**src/design/atu_pkg.sv**
```systemverilog
// Package: shared types, constants and the arctangent table for the tilt angle unit.
package atu_pkg;

  // Number of micro-rotations; the table covers at most TABLE_LEN of them.
  localparam int CORDIC_STEPS = 16;
  localparam int TABLE_LEN    = 24;
  localparam int NSTEPS       = (CORDIC_STEPS > TABLE_LEN) ? TABLE_LEN : CORDIC_STEPS;
  localparam int IDX_W        = $clog2(TABLE_LEN);

  localparam int SAMPLE_W = 16;
  localparam int FRAC_W   = 16;
  // Vector magnitude stays below 2^33 after gain, so 36 bits leave margin.
  localparam int VEC_W    = 36;
  // Angle accumulator in 2^-16 centidegree, below 2^31 in magnitude.
  localparam int ANG_W    = 34;

  localparam int RES_W    = 20;
  localparam int OUT_LOW  = -9000;
  localparam int OUT_HIGH = 27000;

  typedef logic signed [SAMPLE_W-1:0] sample_t;
  typedef logic signed [VEC_W-1:0]    vec_t;
  typedef logic signed [ANG_W-1:0]    ang_t;
  typedef logic signed [RES_W-1:0]    res_t;

  localparam ang_t DEG90_FX = ang_t'(64'sd589824000);

  // One beat's working set as it travels down the pipeline.
  typedef struct packed {
    vec_t x;
    vec_t y;
    ang_t acc;
    logic neg;   // accel_y was negative, so the angle is folded at the end
    logic zero;  // both samples zero, result forced to zero
  } cordic_t;

  // atan(2^-i) in degrees times 6553600, rounded.
  function automatic ang_t atan_lut(input logic [IDX_W-1:0] i);
    ang_t v;
    case (i)
      5'd0:    v = ang_t'(34'sd294912000);
      5'd1:    v = ang_t'(34'sd174096719);
      5'd2:    v = ang_t'(34'sd91987925);
      5'd3:    v = ang_t'(34'sd46694507);
      5'd4:    v = ang_t'(34'sd23437865);
      5'd5:    v = ang_t'(34'sd11730358);
      5'd6:    v = ang_t'(34'sd5866610);
      5'd7:    v = ang_t'(34'sd2933484);
      5'd8:    v = ang_t'(34'sd1466764);
      5'd9:    v = ang_t'(34'sd733385);
      5'd10:   v = ang_t'(34'sd366693);
      5'd11:   v = ang_t'(34'sd183346);
      5'd12:   v = ang_t'(34'sd91673);
      5'd13:   v = ang_t'(34'sd45837);
      5'd14:   v = ang_t'(34'sd22918);
      5'd15:   v = ang_t'(34'sd11459);
      5'd16:   v = ang_t'(34'sd5730);
      5'd17:   v = ang_t'(34'sd2865);
      5'd18:   v = ang_t'(34'sd1432);
      5'd19:   v = ang_t'(34'sd716);
      5'd20:   v = ang_t'(34'sd358);
      5'd21:   v = ang_t'(34'sd179);
      5'd22:   v = ang_t'(34'sd90);
      5'd23:   v = ang_t'(34'sd45);
      default: v = '0;
    endcase
    return v;
  endfunction

endpackage

```
**src/design/atu_cordic_stage.sv**
```systemverilog
// One registered vectoring micro-rotation with its own valid bit and ready.
module atu_cordic_stage (
  input  logic                    clk,
  input  logic                    rst_n,
  input  logic [atu_pkg::IDX_W-1:0] step_idx,
  input  logic                    up_valid,
  output logic                    up_ready,
  input  atu_pkg::cordic_t        up_data,
  output logic                    dn_valid,
  input  logic                    dn_ready,
  output atu_pkg::cordic_t        dn_data
);
  import atu_pkg::*;

  logic    valid_r;
  cordic_t data_r;
  cordic_t data_nxt;
  vec_t    xs;
  vec_t    ys;
  ang_t    step_ang;

  assign up_ready = !valid_r || dn_ready;
  assign dn_valid = valid_r;
  assign dn_data  = data_r;

  always_comb begin
    xs       = $signed(up_data.x) >>> step_idx;
    ys       = $signed(up_data.y) >>> step_idx;
    step_ang = atan_lut(step_idx);
    data_nxt = up_data;
    // Turn toward the x axis; the sign of y picks the direction.
    if (!up_data.y[VEC_W-1]) begin
      data_nxt.x   = $signed(up_data.x) + ys;
      data_nxt.y   = $signed(up_data.y) - xs;
      data_nxt.acc = $signed(up_data.acc) + step_ang;
    end else begin
      data_nxt.x   = $signed(up_data.x) - ys;
      data_nxt.y   = $signed(up_data.y) + xs;
      data_nxt.acc = $signed(up_data.acc) - step_ang;
    end
  end

  always_ff @(posedge clk) begin
    if (!rst_n) begin
      valid_r <= 1'b0;
    end else if (up_ready) begin
      valid_r <= up_valid;
    end
  end

  always_ff @(posedge clk) begin
    if (up_ready && up_valid) begin
      data_r <= data_nxt;
    end
  end

endmodule

```
**config.mk**
```make
export PLATFORM = sky130hd
export DESIGN_NAME = atu_cordic_stage
export DESIGN_NICKNAME = d
export VERILOG_FILES = /design/src/design/atu_pkg.sv /design/src/design/atu_cordic_stage.sv
export SDC_FILE = /design/constraint.sdc
export NUM_CORES = 1
export LEC_CHECK = 0
export ABC_AREA = 1
export BUFFER_PORTS_ARGS = -buffer_cell sky130_fd_sc_hd__buf_2
export CORE_MARGIN = 2
export CORE_UTILIZATION = 61
export DETAILED_ROUTE_END_ITERATION = 7
export PLACE_DENSITY_LB_ADDON = 0.2
export SLEW_MARGIN = 20
export SYNTH_ARGS = -nofsm -noshare
export SYNTH_HDL_FRONTEND = slang
export SYNTH_SLANG_ARGS = --single-unit
export TNS_END_PERCENT = 20
```
**constraint.sdc**
```tcl
create_clock -name clk -period 8.4 [get_ports clk]
set_input_delay 0.84 -clock clk [delete_from_list [all_inputs] [get_ports clk]]
set_output_delay 0.84 -clock clk [all_outputs]
set_load 0.01 [all_outputs]
```
# Yosys cells after proc, flatten, opt, wreduce, memory -nomap -nowiden
# Memory sizes are Yosys's and may differ from the RTL's.
# Cells that the tools add are included.
# totals
register_bits,109
mem_count,1
out_inout_bits,110
in_bits,117
word_cells,19
mem_bits_ro,928
# memory_table
memory,words,width,rd,rd_ports_with_merged_regs,wr,line,text
(no name shown),32,29,1,0,0,atu_pkg.sv:40,case (i)
# op_classes
muxes,1
add_sub_neg,6
reduce_logical,3
n_shift,2
# op_table
operator,count
106-bit two-way mux,1
36-bit adder,2
36-bit by 5-bit >>> shifter with 36-bit output,2
36-bit subtractor,2
34-bit adder,1
34-bit subtractor,1
1-bit logical AND,1
1-bit zero test,1
1-bit logical OR,1

# Depth between registers and ports, before layout
# depth
depth_word,3
mapped_depth,36
mapped_depth_nobuf,35

# Least setup slack after synthesis
# OpenSTA, ideal clock, no wires.
# synth_path
path_type,input port to flip-flop
startpoint,input port up_valid
endpoint,"register data_r (netlist bit dn_data[0]), enable pin"
required_ns,7.790
path_slack_ns,1.704
path_buffers,0
setup_time_ns,0.610
stages,2
arrival_ns,6.086
cell_sequence,inv_1 a21oi_1
# synth_via
elab_chain_cells,1
# synth_lines
element,line,text
"start, declared",atu_cordic_stage.sv:6,"input logic up_valid,"
1-bit logical AND,atu_cordic_stage.sv:52,if (up_ready && up_valid) begin
"end signal, assigned",atu_cordic_stage.sv:53,data_r <= data_nxt;
"end, declared",atu_cordic_stage.sv:16,cordic_t data_r;
# No other way between the ends.
# A chain may end at the register's enable or synchronous reset.

==> reports/results.ini <==
[outcome]
status = complete, no violations

[power]
pwr_density_cell_nw_per_um2 = 168
power_frac_clock_pct = 16.2
p_comb_share_pct = 57.1
swShare_pct = 47.2
ir_worst_vdd_v = 0.000142
power.internal_mw = 1.61
seqPwrFrac_pct = 26.6
leakagePower_nw = 9.35
switchingPower_mw = 1.44

[worst_hold_path]
hold_start = dn_valid
hold_path.class = reg2reg

[setup_path]
r2r-start = dn_valid
crit_arrival_ns = 6.38
start_kind = input pin
crit_path_start = step_idx[0]
cp.required_ns = 8.54
worstPathMaxFanout = 75
cp-end-kind = flip-flop
path_class = in2reg

[synthesis]
yosys_warnings = 0
synth_top_flop_cell = edfxtp_1
syn_area_per_cell_um2 = 6.12
syn_inst = 2729
syn_area_um2 = 16700
synth_top_cell_area_share_pct = 19.8
synth_nets = 2966
synth.distinct_cells = 53
synth-seq-area-share_pct = 19.5
yosys-top-cells-area = nand2_1, edfxtp_1, nand3_1, ha_1, inv_1
synth-edff-count = 108
synth_seq_cells = 109
yosysTopAreaCell = nand2_1
synthArstFlopShare_pct = 0

[floorplanning]
initial_core_util_pct = 62.0
io_pins = 227
fp.dieW_um = 169
rows = 60
die_h_um = 169
coreArea_um2 = 27000
die-area_um2 = 28700

[grt]
antenna_found_initial = 0
grt_use_total_pct = 40.2
grt_pass1_vias = 17900
grt_pass1_wl_um = 91800
grt_remaining_overflow = 0
grt_max_degree = 81

[cts]
clkTransAtPathRegs_ns = 0.09
htree_levels = 3
root_buffer = clkbuf_16
cts_hold_buffers = 0
numCtsBuffers = 9
cts_tree = done
ctsResizeCount = 0
clock_path_buffers = 2
cts_sinks = 109
cts_setup_buffers = 0
insertion_delay_ns = 0.39

[placement]
post_dp_cell_area_um2 = 17900
dp_worst_setup_slack_ns = 1.95
gp_congestion = 1.06
port_buffers = 226
place_inst = 3219
dp_hpwl_um = 47800

[sta]
relSlewSlack_pct = 32.4
slew_viol_final = 0
rsz0062_at_grt = false
fmax_ghz = 0.160
setup_viol = 0
hold_viol_final = 0
tns_ns = 0
clock_skew_ns = 0.00996
worst_hold_slack_ns = 0.564
fin_crit_sh_pct = 74.3
worst_pin_slew_ns = 1.01
min_period_ns = 6.24
setup_ws_ns = 2.16

[detailed_routing]
drt_iter0_markers = 2446
wl_per_cell_um = 18.4
finalWirelength_um = 59400
via_per_inst = 6.11
dr.pass1.iters = 6
vias = 19800
antenna_left = 0
drc = 0

[finish]
nFillCells = 2502
num_antenna_cells = 0
layout-drive-gt1-share_pct = 11.0
area_growth_pct = 8.80
instances_no_fill = 3235
final_cell_area_um2 = 18200
nNetsFinal = 3126

[run]
drv_cap = 0

==> layout by cell type, fill, tap and decap left out, types with 3 or more instances in the layout <==
cell	synthesis	routed
o21ai_2	5	5
a21oi_4	2	3
a21o_1	15	15
a221oi_1	3	3
nor2_4	3	4
edfxtp_1	108	108
xor2_1	107	107
nand2_1	883	883
a21oi_1	148	147
a31oi_1	30	30
fa_1	3	3
inv_2	6	6
nor4_1	10	10
clkinv_4	0	3
o21a_1	6	6
a21oi_2	6	6
o221ai_2	3	3
inv_4	3	3
inv_8	0	3
buf_4	7	13
nor2_1	215	213
ha_1	117	117
nand3_1	411	411
nand2_2	10	10
a21boi_0	6	6
buf_2	42	226
nand3b_1	4	4
xnor2_1	55	55
o211ai_1	10	10
o22ai_1	4	4
nor2_2	14	15
inv_1	266	266
o21ai_1	14	14
nand4_1	20	20
o221ai_1	4	4
o21ai_0	106	106
clkbuf_16	0	9
o21bai_1	4	4
o31ai_1	4	4
nor3_1	17	17
==> power by group through the flow <==
| stage | sequential (mW) | combinational, mW | clock [mW] |
|---|---|---|---|
| after global routing | 0.824 | 1.90 | 0.510 |
| after detailed placement | 0.822 | 1.69 | 0 |
| after CTS | 0.812 | 1.69 | 0.497 |
| after floorplan | 0.898 | 1.11 | 0 |
| after global placement | 0.820 | 1.66 | 0 |
| final | 0.812 | 1.74 | 0.494 |
==> critical path, stage by stage <==
cell     delay [ns]
buf_2          0.51
inv_4          0.45
ha_1           0.53
nand2_1        0.20
nor3b_2        0.28
a21oi_2        0.25
nand2_1        0.14
nor2_2         0.17
nand4_1        0.32
nand2_1        0.27
xor2_1         0.11
ha_1           0.40
nand2_1        0.14
nor2_1         0.36
nand2_1        0.15
nor3_1         0.54
a211o_1        0.25
nand2_1        0.06
nand2_1        0.09
nand2_1        0.06
nand2_1        0.08
xor2_1         0.07
==> synth_stat cells (14+ instances only) <==
master	n
nor2_1	215
nor3_1	17
buf_2	42
a31oi_1	30
a21oi_1	148
edfxtp_1	108
nand4_1	20
a21o_1	15
inv_1	266
o21ai_0	106
o21ai_1	14
xnor2_1	55
ha_1	117
xor2_1	107
nand3_1	411
buf_1	14
buf_6	14
nand2_1	883
nor2_2	14
==> per-layer routing <==
| metal | GRT usage [%] | up-vias | routed length [um] |
|---|---|---|---|
| met2 | 64.2 | 1228 | 26300 |
| met4 | 18.9 | 0 | 2940 |
| met3 | 7.28 | 198 | 6250 |
| met1 | 53.0 | 8921 | 23900 |
| li1 | - | 9404 | - |
| met5 | 0 | - | 0 |
==> layout make-up <==
type / count / area [um2] / share of cell area [%]
Timing Repair Buffer: 239 / 1230 / 6.76
Tap cell: 341 / 427 / 2.35
Sequential cell: 109 / 3260 / 18.0
Multi-Input combinational cell: 2253 / 11900 / 65.4
Inverter: 277 / 1050 / 5.76
Clock inverter: 7 / 90.1 / 0.496
Clock buffer: 9 / 225 / 1.24
==> final timing paths <==
path	depth (start not counted)	slack, ns	end
max reg2reg	3	6.24	dn_data[20]
min	2	0.56	dn_valid
min reg2reg	2	0.56	dn_valid
max	22	2.16	dn_data[27]
==> cells by family (layout without fill, tap and decap cells) <==
| logic type | Yosys count | in the layout | share of synthesized area (%) |
|---|---|---|---|
| AOI/OAI and AO/OA | 376 | 376 | 13.1 |
| xor gates and xnor gates | 162 | 162 | 8.50 |
| adders and majority gates | 120 | 120 | 9.12 |
| buffers and inverters | 367 | 532 | 9.39 |
| DFF | 109 | 109 | 19.5 |
| and+or+nand+nor | 1595 | 1595 | 40.3 |
==> sequential cells by signal, indices dropped and copies added (netlist names) <==
name / cells
dn_data: 108
dn_valid: 1
==> per-stage QoR <==
stage / total power, mW / utilization, %
2_1_floorplan: 2.01 / -
3_3_place_gp: 2.48 / 66.2
3_5_place_dp: 2.51 / 66.2
4_1_cts: 3.00 / 67.4
5_1_grt: 3.23 / 67.4
6_report: 3.05 / 67.4
Note: power is estimated with default switching activity, not from simulation.
